<file path="src/hw/rtl/sha256_stream_hasher_assert.svh">
// ----------------------------------------------------------------------------
// SHA-256 stream hasher assertion macros
// Shared concurrent assertion forms for the hasher RTL.
// ----------------------------------------------------------------------------
`ifndef SHA256_STREAM_HASHER_ASSERT_SVH
`define SHA256_STREAM_HASHER_ASSERT_SVH
`ifndef NO_ASSERTIONS
// Assert that a condition implies a consequence in the same cycle.
`define SHA_ASSERT_IMPL(label, clk, rst_n, ante, cons, msg) \
	label: assert property (@(posedge clk) disable iff (!rst_n) (ante) |-> (cons)) \
		else $error(msg);
// Assert that a condition implies a consequence in the next cycle.
`define SHA_ASSERT_NEXT(label, clk, rst_n, ante, cons, msg) \
	label: assert property (@(posedge clk) disable iff (!rst_n) (ante) |=> (cons)) \
		else $error(msg);
`else
`define SHA_ASSERT_IMPL(label, clk, rst_n, ante, cons, msg)
`define SHA_ASSERT_NEXT(label, clk, rst_n, ante, cons, msg)
`endif
`endif

</file>
<file path="src/hw/rtl/sha_pkg.sv">
// ----------------------------------------------------------------------------
// SHA-256 hasher package
// Constants, round table, helper functions and the control state type.
// ----------------------------------------------------------------------------
package sha_pkg;
	localparam int BlockBytes = 64;
	localparam int HashWords = 8;
	localparam int Rounds = 64;
	localparam logic [7:0] PadByte = 8'h80;
	localparam int LenOffset = 56;

	typedef enum logic [3:0] {
		ST_IDLE,
		ST_PAD,
		ST_LOAD,
		ST_WORD,
		ST_ROUND,
		ST_RDHASH,
		ST_ADD,
		ST_EMIT,
		ST_INIT
	} state_t;

	function automatic logic [31:0] round_k(input logic [5:0] idx);
		logic [31:0] k [0:63];
		k = '{
			32'h428a2f98, 32'h71374491, 32'hb5c0fbcf, 32'he9b5dba5,
			32'h3956c25b, 32'h59f111f1, 32'h923f82a4, 32'hab1c5ed5,
			32'hd807aa98, 32'h12835b01, 32'h243185be, 32'h550c7dc3,
			32'h72be5d74, 32'h80deb1fe, 32'h9bdc06a7, 32'hc19bf174,
			32'he49b69c1, 32'hefbe4786, 32'h0fc19dc6, 32'h240ca1cc,
			32'h2de92c6f, 32'h4a7484aa, 32'h5cb0a9dc, 32'h76f988da,
			32'h983e5152, 32'ha831c66d, 32'hb00327c8, 32'hbf597fc7,
			32'hc6e00bf3, 32'hd5a79147, 32'h06ca6351, 32'h14292967,
			32'h27b70a85, 32'h2e1b2138, 32'h4d2c6dfc, 32'h53380d13,
			32'h650a7354, 32'h766a0abb, 32'h81c2c92e, 32'h92722c85,
			32'ha2bfe8a1, 32'ha81a664b, 32'hc24b8b70, 32'hc76c51a3,
			32'hd192e819, 32'hd6990624, 32'hf40e3585, 32'h106aa070,
			32'h19a4c116, 32'h1e376c08, 32'h2748774c, 32'h34b0bcb5,
			32'h391c0cb3, 32'h4ed8aa4a, 32'h5b9cca4f, 32'h682e6ff3,
			32'h748f82ee, 32'h78a5636f, 32'h84c87814, 32'h8cc70208,
			32'h90befffa, 32'ha4506ceb, 32'hbef9a3f7, 32'hc67178f2
		};
		return k[idx];
	endfunction

	function automatic logic [31:0] init_hash(input logic [2:0] idx);
		logic [31:0] h [0:7];
		h = '{
			32'h6a09e667, 32'hbb67ae85, 32'h3c6ef372, 32'ha54ff53a,
			32'h510e527f, 32'h9b05688c, 32'h1f83d9ab, 32'h5be0cd19
		};
		return h[idx];
	endfunction

	function automatic logic [31:0] ror(input logic [31:0] x, input int n);
		return (x >> n) | (x << (32 - n));
	endfunction
endpackage

</file>
<file path="src/hw/rtl/sha_ram.sv">
// ----------------------------------------------------------------------------
// SHA generic RAM
// Single write port, single read port, registered read data.
// ----------------------------------------------------------------------------
module sha_ram #(
	parameter int Width = 8,
	parameter int Depth = 64
) (
	input  logic                     clk,
	input  logic                     we,
	input  logic [$clog2(Depth)-1:0] waddr,
	input  logic [Width-1:0]         wdata,
	input  logic [$clog2(Depth)-1:0] raddr,
	output logic [Width-1:0]         rdata
);
	logic [Width-1:0] mem_q [Depth];

	always_ff @(posedge clk) begin
		if (we) begin
			mem_q[waddr] <= wdata;
		end
		rdata <= mem_q[raddr];
	end
endmodule

</file>
<file path="src/hw/rtl/sha_round.sv">
// ----------------------------------------------------------------------------
// SHA-256 round datapath
// Holds the working variables and the sixteen-word schedule window;
// performs one round per cycle while round_en is high.
// ----------------------------------------------------------------------------
module sha_round (
	input  logic        clk,
	input  logic        load_hash,
	input  logic [2:0]  load_idx,
	input  logic [31:0] load_val,
	input  logic        shift_w,
	input  logic [31:0] w_in,
	input  logic        round_en,
	input  logic [5:0]  round_idx,
	input  logic [2:0]  var_idx,
	output logic [31:0] var_out
);
	import sha_pkg::*;

	logic [31:0] v_q [8];
	logic [31:0] w_q [16];
	logic [31:0] w_cur, w_next, s0, s1, t1, t2, e, a;

	always_comb begin
		s0 = ror(w_q[1], 7) ^ ror(w_q[1], 18) ^ (w_q[1] >> 3);
		s1 = ror(w_q[14], 17) ^ ror(w_q[14], 19) ^ (w_q[14] >> 10);
		w_next = s1 + w_q[9] + s0 + w_q[0];
		// The first sixteen rounds use the loaded message words directly.
		w_cur = (round_idx < 6'd16) ? w_q[round_idx[3:0]] : w_next;
		e = v_q[4];
		a = v_q[0];
		t1 = v_q[7] + (ror(e, 6) ^ ror(e, 11) ^ ror(e, 25))
			+ ((e & v_q[5]) ^ (~e & v_q[6])) + round_k(round_idx) + w_cur;
		t2 = (ror(a, 2) ^ ror(a, 13) ^ ror(a, 22))
			+ ((a & v_q[1]) ^ (a & v_q[2]) ^ (v_q[1] & v_q[2]));
	end

	always_ff @(posedge clk) begin
		if (load_hash) begin
			v_q[load_idx] <= load_val;
		end else if (round_en) begin
			v_q[7] <= v_q[6];
			v_q[6] <= v_q[5];
			v_q[5] <= v_q[4];
			v_q[4] <= v_q[3] + t1;
			v_q[3] <= v_q[2];
			v_q[2] <= v_q[1];
			v_q[1] <= v_q[0];
			v_q[0] <= t1 + t2;
		end
		if (shift_w) begin
			for (int i = 0; i < 15; i++) begin
				w_q[i] <= w_q[i + 1];
			end
			w_q[15] <= w_in;
		end else if (round_en && round_idx >= 6'd16) begin
			for (int i = 0; i < 15; i++) begin
				w_q[i] <= w_q[i + 1];
			end
			w_q[15] <= w_next;
		end
	end

	// Rounds 0..15 index the window directly; from 16 on it slides.
	assign var_out = v_q[var_idx];
endmodule

</file>
<file path="src/hw/rtl/sha256_stream_hasher.sv">
// ----------------------------------------------------------------------------
// SHA-256 stream hasher
// Byte-serial SHA-256 with memory-held block buffer and hash state.
// ----------------------------------------------------------------------------
// Usage: the input channel carries one item per transfer; kind 0 appends
// data_byte to the message, kind 1 ends the message. The output channel
// returns eight transfers per ended message: digest words 0 through 7,
// with last_word high on the eighth.
// A byte that completes a block starts a compression: the hash words are
// copied from the hash RAM into the round unit, the 64 buffer bytes are read
// one per cycle into the schedule window, 64 rounds run one per cycle, and
// the eight hash words are read, added and written back.
// An end item writes the padding bytes one per cycle (64 minus the fill, and
// 64 more plus one extra compression when the length spills into a second
// block). The last compression skips the write-back: each digest word is
// read, added and then held on the output until it is taken.
// After reset, and again after every digest, the hash RAM is loaded with the
// initial values while stall stays high. While the receiver stalls, the
// current digest word holds and the block waits; input stays stalled until
// the digest is fully sent.
// ----------------------------------------------------------------------------
`include "sha256_stream_hasher_assert.svh"

module sha256_stream_hasher (
	input  logic        clk,
	input  logic        arst_n,
	input  logic        in_valid,
	output logic        in_stall,
	input  logic        kind,
	input  logic [7:0]  data_byte,
	output logic        out_valid,
	input  logic        out_stall,
	output logic [31:0] digest_word,
	output logic [2:0]  word_index,
	output logic        last_word
);
	import sha_pkg::*;

	state_t state_q, state_d;
	logic [5:0]  fill_q;        // bytes held in the block buffer
	logic [63:0] bits_q;        // message length in bits
	logic        ending_q;      // inside end-of-message handling
	logic        final_q;       // current compression is the last one
	logic [6:0]  cnt_q;         // general step counter
	logic [23:0] word_q;        // first three bytes of the next schedule word
	logic [2:0]  emit_q;

	// Block RAM ports.
	logic       b_we;
	logic [5:0] b_waddr, b_raddr;
	logic [7:0] b_wdata, b_rdata;
	// Hash RAM ports.
	logic        h_we;
	logic [2:0]  h_waddr, h_raddr;
	logic [31:0] h_wdata, h_rdata;
	// Round unit controls.
	logic        load_hash, shift_w, round_en;
	logic [31:0] var_out;

	logic in_xfer, out_xfer;
	assign in_xfer = in_valid && !in_stall;
	assign out_xfer = out_valid && !out_stall;

	sha_ram #(.Width(8), .Depth(BlockBytes)) u_block (
		.clk(clk), .we(b_we), .waddr(b_waddr), .wdata(b_wdata),
		.raddr(b_raddr), .rdata(b_rdata)
	);
	sha_ram #(.Width(32), .Depth(HashWords)) u_hash (
		.clk(clk), .we(h_we), .waddr(h_waddr), .wdata(h_wdata),
		.raddr(h_raddr), .rdata(h_rdata)
	);

	// Padding byte for position fill_q during the pad pass.
	logic [7:0] pad_byte;
	logic [5:0] len_sel;
	always_comb begin
		len_sel = fill_q - 6'(LenOffset);
		if (cnt_q == 7'd0) begin
			pad_byte = PadByte;
		end else if (final_q && fill_q >= 6'(LenOffset)) begin
			pad_byte = bits_q[8 * (7 - len_sel[2:0]) +: 8];
		end else begin
			pad_byte = 8'h00;
		end
	end

	// Next state.
	always_comb begin
		state_d = state_q;
		case (state_q)
			ST_INIT:   if (cnt_q == 7'd7) state_d = ST_IDLE;
			ST_IDLE: begin
				if (in_xfer && kind) state_d = ST_PAD;
				else if (in_xfer && fill_q == 6'd63) state_d = ST_LOAD;
			end
			ST_PAD:    if (fill_q == 6'd63) state_d = ST_LOAD;
			ST_LOAD:   if (cnt_q == 7'd8) state_d = ST_WORD;
			ST_WORD:   if (cnt_q == 7'd64) state_d = ST_ROUND;
			ST_ROUND:  if (cnt_q == 7'(Rounds - 1)) state_d = ST_RDHASH;
			ST_RDHASH: state_d = ST_ADD;
			ST_ADD: begin
				// The last compression sends each sum out before reading the next.
				if (final_q) state_d = ST_EMIT;
				else if (cnt_q == 7'd7) state_d = ending_q ? ST_PAD : ST_IDLE;
				else state_d = ST_RDHASH;
			end
			ST_EMIT: begin
				if (out_xfer && emit_q == 3'd7) state_d = ST_INIT;
				else if (out_xfer) state_d = ST_RDHASH;
			end
			default:   state_d = ST_INIT;
		endcase
	end

	// Outputs of the control.
	always_comb begin
		b_we = 1'b0;
		b_waddr = fill_q;
		b_wdata = data_byte;
		b_raddr = cnt_q[5:0];
		h_we = 1'b0;
		h_waddr = cnt_q[2:0];
		h_wdata = init_hash(cnt_q[2:0]);
		h_raddr = cnt_q[2:0];
		load_hash = 1'b0;
		shift_w = 1'b0;
		round_en = 1'b0;
		in_stall = 1'b1;
		out_valid = 1'b0;
		case (state_q)
			ST_INIT: h_we = 1'b1;
			ST_IDLE: begin
				in_stall = 1'b0;
				b_we = in_valid && !kind;
			end
			ST_PAD: begin
				b_we = 1'b1;
				b_wdata = pad_byte;
			end
			ST_LOAD: begin
				// Hash word cnt-1 arrives from the RAM read of last cycle.
				load_hash = cnt_q != 7'd0;
			end
			ST_WORD: shift_w = cnt_q != 7'd0 && cnt_q[1:0] == 2'd0;
			ST_ROUND: round_en = 1'b1;
			ST_RDHASH: h_raddr = cnt_q[2:0];
			ST_ADD: begin
				h_we = !final_q;
				h_waddr = cnt_q[2:0];
				h_wdata = h_rdata + var_out;
			end
			ST_EMIT: out_valid = 1'b1;
			default: in_stall = 1'b1;
		endcase
	end

	// Word index the round unit exposes; reused during add.
	logic [2:0] var_idx;
	assign var_idx = cnt_q[2:0];

	// The fourth byte of a schedule word comes straight from the read port.
	sha_round u_round (
		.clk(clk), .load_hash(load_hash), .load_idx(3'(cnt_q - 7'd1)),
		.load_val(h_rdata), .shift_w(shift_w),
		.w_in({word_q, b_rdata}), .round_en(round_en), .round_idx(cnt_q[5:0]),
		.var_idx(var_idx), .var_out(var_out)
	);

	// The digest word is the sum, held while the receiver stalls.
	logic [31:0] dig_q;
	assign digest_word = dig_q;
	assign word_index = emit_q;
	assign last_word = emit_q == 3'd7;

	always_ff @(posedge clk or negedge arst_n) begin
		if (!arst_n) begin
			state_q <= ST_INIT;
			fill_q <= '0;
			bits_q <= '0;
			ending_q <= 1'b0;
			final_q <= 1'b0;
			cnt_q <= '0;
			emit_q <= '0;
			word_q <= '0;
			dig_q <= '0;
		end else begin
			state_q <= state_d;
			case (state_q)
				ST_INIT: begin
					cnt_q <= (cnt_q == 7'd7) ? 7'd0 : cnt_q + 7'd1;
					fill_q <= '0;
					bits_q <= '0;
					ending_q <= 1'b0;
					final_q <= 1'b0;
					emit_q <= '0;
				end
				ST_IDLE: begin
					cnt_q <= '0;
					if (in_xfer && kind) begin
						ending_q <= 1'b1;
						// The length fits behind the pad byte when it lands below 56.
						final_q <= fill_q < 6'(LenOffset);
					end else if (in_xfer) begin
						fill_q <= fill_q + 6'd1;
						bits_q <= bits_q + 64'd8;
					end
				end
				ST_PAD: begin
					cnt_q <= (fill_q == 6'd63) ? 7'd0 : 7'd1;
					fill_q <= fill_q + 6'd1;
				end
				ST_LOAD: cnt_q <= (cnt_q == 7'd8) ? 7'd0 : cnt_q + 7'd1;
				ST_WORD: begin
					// Read data arrives in the cycle after its address.
					if (cnt_q != 7'd0) word_q <= {word_q[15:0], b_rdata};
					cnt_q <= (cnt_q == 7'd64) ? 7'd0 : cnt_q + 7'd1;
				end
				ST_ROUND: begin
					cnt_q <= (cnt_q == 7'(Rounds - 1)) ? 7'd0 : cnt_q + 7'd1;
				end
				ST_RDHASH: if (final_q) emit_q <= cnt_q[2:0];
				ST_ADD: begin
					if (final_q) begin
						dig_q <= h_rdata + var_out;
					end
					if (cnt_q == 7'd7) begin
						if (!final_q && ending_q) begin
							final_q <= 1'b1;
							cnt_q <= 7'd1;
						end else begin
							cnt_q <= '0;
						end
					end else if (!final_q) begin
						cnt_q <= cnt_q + 7'd1;
					end
				end
				ST_EMIT: begin
					if (out_xfer) begin
						emit_q <= emit_q + 3'd1;
						cnt_q <= (emit_q == 3'd7) ? 7'd0 : 7'(emit_q + 3'd1);
					end
				end
				default: cnt_q <= '0;
			endcase
		end
	end

	`SHA_ASSERT_IMPL(a_no_both, clk, arst_n, out_valid, in_stall, "input open during digest")
	`SHA_ASSERT_IMPL(a_last, clk, arst_n, out_valid && last_word, word_index == 3'd7, "last flag")
	`SHA_ASSERT_NEXT(a_hold, clk, arst_n, out_valid && out_stall, $stable(digest_word), "digest moved")
endmodule
</file>
<file path="config.mk">
export PLATFORM = sky130hd
export DESIGN_NAME = sha256_stream_hasher
export DESIGN_NICKNAME = d
export VERILOG_FILES = /design/src/hw/rtl/sha_pkg.sv /design/src/hw/rtl/sha_ram.sv /design/src/hw/rtl/sha_round.sv /design/src/hw/rtl/sha256_stream_hasher.sv
export VERILOG_INCLUDE_DIRS = /design/src /design/src/hw/rtl
export SDC_FILE = /design/constraint.sdc
export NUM_CORES = 2
export LEC_CHECK = 0
export BUFFER_PORTS_ARGS = -buffer_cell sky130_fd_sc_hd__buf_2
export CAP_MARGIN = 40
export CORE_MARGIN = 8
export CORE_UTILIZATION = 42
export CTS_CLUSTER_SIZE = 8
export DETAILED_ROUTE_END_ITERATION = 6
export PLACE_DENSITY = 0.68
export REMOVE_ABC_BUFFERS = 1
export SYNTH_ARGS = -nofsm -noshare
export SYNTH_HDL_FRONTEND = slang
export SYNTH_SLANG_ARGS = --single-unit
</file>
<file path="constraint.sdc">
create_clock -name clk -period 92.3 [get_ports clk]
set_input_delay 18.46 -clock clk [delete_from_list [all_inputs] [get_ports clk]]
set_output_delay 18.46 -clock clk [all_outputs]
set_load 0.03 [all_outputs]
</file>
==> impl_metrics.env <==
export IMPL_p_clk_frac=0.484
export IMPL_port_buffers=50
export IMPL_coreArea_mm2=0.207
export IMPL_post_route_period_util=0.232
export IMPL_p_sw_frac=0.203
export IMPL_p_leak_nw=35.6
export IMPL_cts_buffer_depth=3
export IMPL_crit_required_ns=73.84
export IMPL_crit_arrival_ns=2.93
export IMPL_p_int_mw=1.31
export IMPL_yosysTopAreaCellShare=0.530
export IMPL_r2r_cells=37
export IMPL_cap_violations=0
export IMPL_cts_tree="built"
export IMPL_drt_iter0_drc=6859
export IMPL_yosysUniqueCellTypes=98
export IMPL_place_ws_ns=70.86
export IMPL_ys_warnings_count=0
export IMPL_path_clk_slew_ns=0.05
export IMPL_ctsHoldBuffers=0
export IMPL_synthTopCellsByCount="edfxtp_1 (1536), nand2_1 (915), mux4_2 (466)"
export IMPL_cts_buffers=234
export IMPL_die_w_um=471
export IMPL_post_dp_hpwl_mm=166
export IMPL_pin_count=51
export IMPL_die_area_mm2=0.222
export IMPL_cts_sinks=1715
export IMPL_die_y_um=471
export IMPL_post_dp_cell_area_mm2=0.0906
export IMPL_drive_above_1_share=0.155
export IMPL_setup_slack_ns=70.91
export IMPL_nFillCells=17554
export IMPL_finalWirelength_mm=242
export IMPL_grt_max_degree=184
export IMPL_synth_edf_count=1536
export IMPL_grt_pass1_wl_mm=359
export IMPL_period_minus_slack_ns=21.39
export IMPL_post_cts_resized=0
export IMPL_via_per_inst=5.95
export IMPL_power_density_mw_per_mm2=16.8
export IMPL_synth_most_common_cell="edfxtp_1"
export IMPL_syn_area_mm2=0.0871
export IMPL_gp_congestion=0.965
export IMPL_startpoint_type="flip-flop"
export IMPL_synth_main_ff_cell="edfxtp_1"
export IMPL_cp_end_kind="output port"
export IMPL_synthCells=6292
export IMPL_path_max_fanout=21
export IMPL_drc=0
export IMPL_cts_setup_buffers=0
export IMPL_hold_viol=0
export IMPL_holdWs_ns=0.389
export IMPL_dp_cells=8789
export IMPL_slew_violations=0
export IMPL_fin_nets=6707
export IMPL_power_mw=1.64
export IMPL_worst_pin_slew_ns=1.14
export IMPL_vias=54493
export IMPL_clk_latency_ns=0.91
export IMPL_syn_avg_cell_area_um2=13.8
export IMPL_fmax_ghz=0.0467
export IMPL_start_util=0.421
export IMPL_seq_area_frac_synth=0.579
export IMPL_placementRows=167
export IMPL_fin_worst_skew_ns=0.0918
export IMPL_post_route_util=0.471
export IMPL_cts_max_level=4
export IMPL_drt_pass1_iter_count=6
export IMPL_antenna_found_initial=8
export IMPL_netlist_top_cells_area="edfxtp_1 (53%), mux4_2 (12%), fa_1 (4.3%), dfrtp_1 (4.0%), nand2_1 (3.9%)"
export IMPL_synth_top_area_cell="edfxtp_1"
export IMPL_setup_violations_final=0
export IMPL_areaGrowthSynthToFinish_pct=11.8
export IMPL_p_switching_mw=0.332
export IMPL_path_class="flip-flop to output port"
export IMPL_min_path_type="flip-flop to flip-flop"
export IMPL_tns_ns=0
export IMPL_synth_seq_cells=1715
export IMPL_avgRoutedWirePerCell_um=26.5
export IMPL_grt_ovfl_total=0
export IMPL_slew_headroom=0.238
export IMPL_comb_power_share=0.004
export IMPL_rsz0062_at_grt="false"
export IMPL_synth_async_sr_flop_share=0.0810
export IMPL_seq_power_share=0.512
export IMPL_grt_pass1_vias=53759
export IMPL_ir_worst_vdd_mv=0.0224
export IMPL_min_path_cells=0
export IMPL_status="finished clean"
export IMPL_ant_nets=0
export IMPL_cts_root_buf="clkbuf_16"
export IMPL_design_area_mm2=0.0974
export IMPL_grt_usage=0.213
export IMPL_stdcell_count=9151
## state kept, by name, summed over array words and instances (netlist names)
name,flops
b_waddr,6
bits_q,61
cnt_q,7
digest_word,32
ending_q,1
final_q,1
state_q,4
u_block.mem_q,512
u_block.rdata,8
u_hash.mem_q,256
u_hash.rdata,32
u_round.v_q,256
u_round.w_q,512
word_index,3
word_q,24
## layout by cell type, fill, tap and decap left out, drive strengths merged, types with 83 or more instances in the layout
cell type / Yosys / layout
o21ai: 323 / 323
a21oi: 241 / 241
fa: 188 / 188
nor2: 312 / 312
xnor2: 257 / 257
buf: 106 / 157
ha: 180 / 180
a21o: 83 / 83
mux4: 466 / 466
inv: 319 / 322
nand2: 916 / 916
xor2: 175 / 175
dfrtp: 138 / 138
clkbuf: 255 / 336
edfxtp: 1536 / 1536
## power by group through the flow
stage / clock network (mW) / registers [mW] / logic (mW)
6_report: 0.793 / 0.839 / 0.00685
4_1_cts: 0.806 / 0.839 / 0.00705
3_5_place_dp: 0 / 0.854 / 0.00704
5_1_grt: 0.835 / 0.838 / 0.00749
3_3_place_gp: 0 / 0.854 / 0.00678
2_1_floorplan: 0 / 0.854 / 0.00198
## logic make-up (layout without fill, tap and decap cells)
kind of cell / count (synthesis) / count (layout) / share of synthesized area
other: 0 / 4 / 0
DFF: 1715 / 1715 / 0.579
buffers and inverters: 682 / 833 / 0.0299
xor gates and xnor gates: 432 / 432 / 0.0435
muxes: 550 / 550 / 0.131
adders and majority gates: 386 / 386 / 0.0712
AOI/OAI and AO/OA: 960 / 960 / 0.0689
and+or+nand+nor: 1567 / 1567 / 0.0769
## worst paths after layout
path                            slack [ns]            endpoint                 from
worst max-delay path                 70.91           out_valid           state_q[2]
min in group asynchronous            17.61     digest_word[23]               arst_n
worst min-delay path                  0.39   u_round.w_q[5][4]    u_round.w_q[6][4]
worst min register to register        0.39   u_round.w_q[5][4]    u_round.w_q[6][4]
worst max register to register       80.88  u_round.v_q[0][31]  u_round.w_q[14][20]
max in group asynchronous            73.59          bits_q[14]               arst_n
## layout make-up
| cell class | count | area, µm² | area share |
|---|---|---|---|
| Antenna cell | 4 | 10.0 | 0.000103 |
| Clock buffer | 334 | 6230 | 0.0640 |
| Clock inverter | 19 | 465 | 0.00478 |
| Inverter | 321 | 1210 | 0.0125 |
| Multi-Input combinational cell | 3895 | 34300 | 0.353 |
| Sequential cell | 1715 | 50400 | 0.518 |
| Tap cell | 2704 | 3380 | 0.0347 |
| Timing Repair Buffer | 159 | 1310 | 0.0135 |
## per-layer routing
| metal | wire length (µm) | GRT usage | vias up | share of wire |
|---|---|---|---|---|
| li1 | - | - | 23383 | - |
| met1 | 98700 | 0.297 | 27783 | 0.41 |
| met2 | 112000 | 0.330 | 2872 | 0.46 |
| met3 | 22400 | 0.0456 | 451 | 0.092 |
| met4 | 9230 | 0.0770 | 4 | 0.038 |
| met5 | 32 | 0 | - | 0.00013 |
## worst max-delay path, cell delays in order (launching register included)
cell     delay (ns)
dfrtp_1        0.78
nor2b_1        0.39
nand3_1        0.24
inv_1          0.29
buf_2          0.38
(Power assumes the default switching activity.)
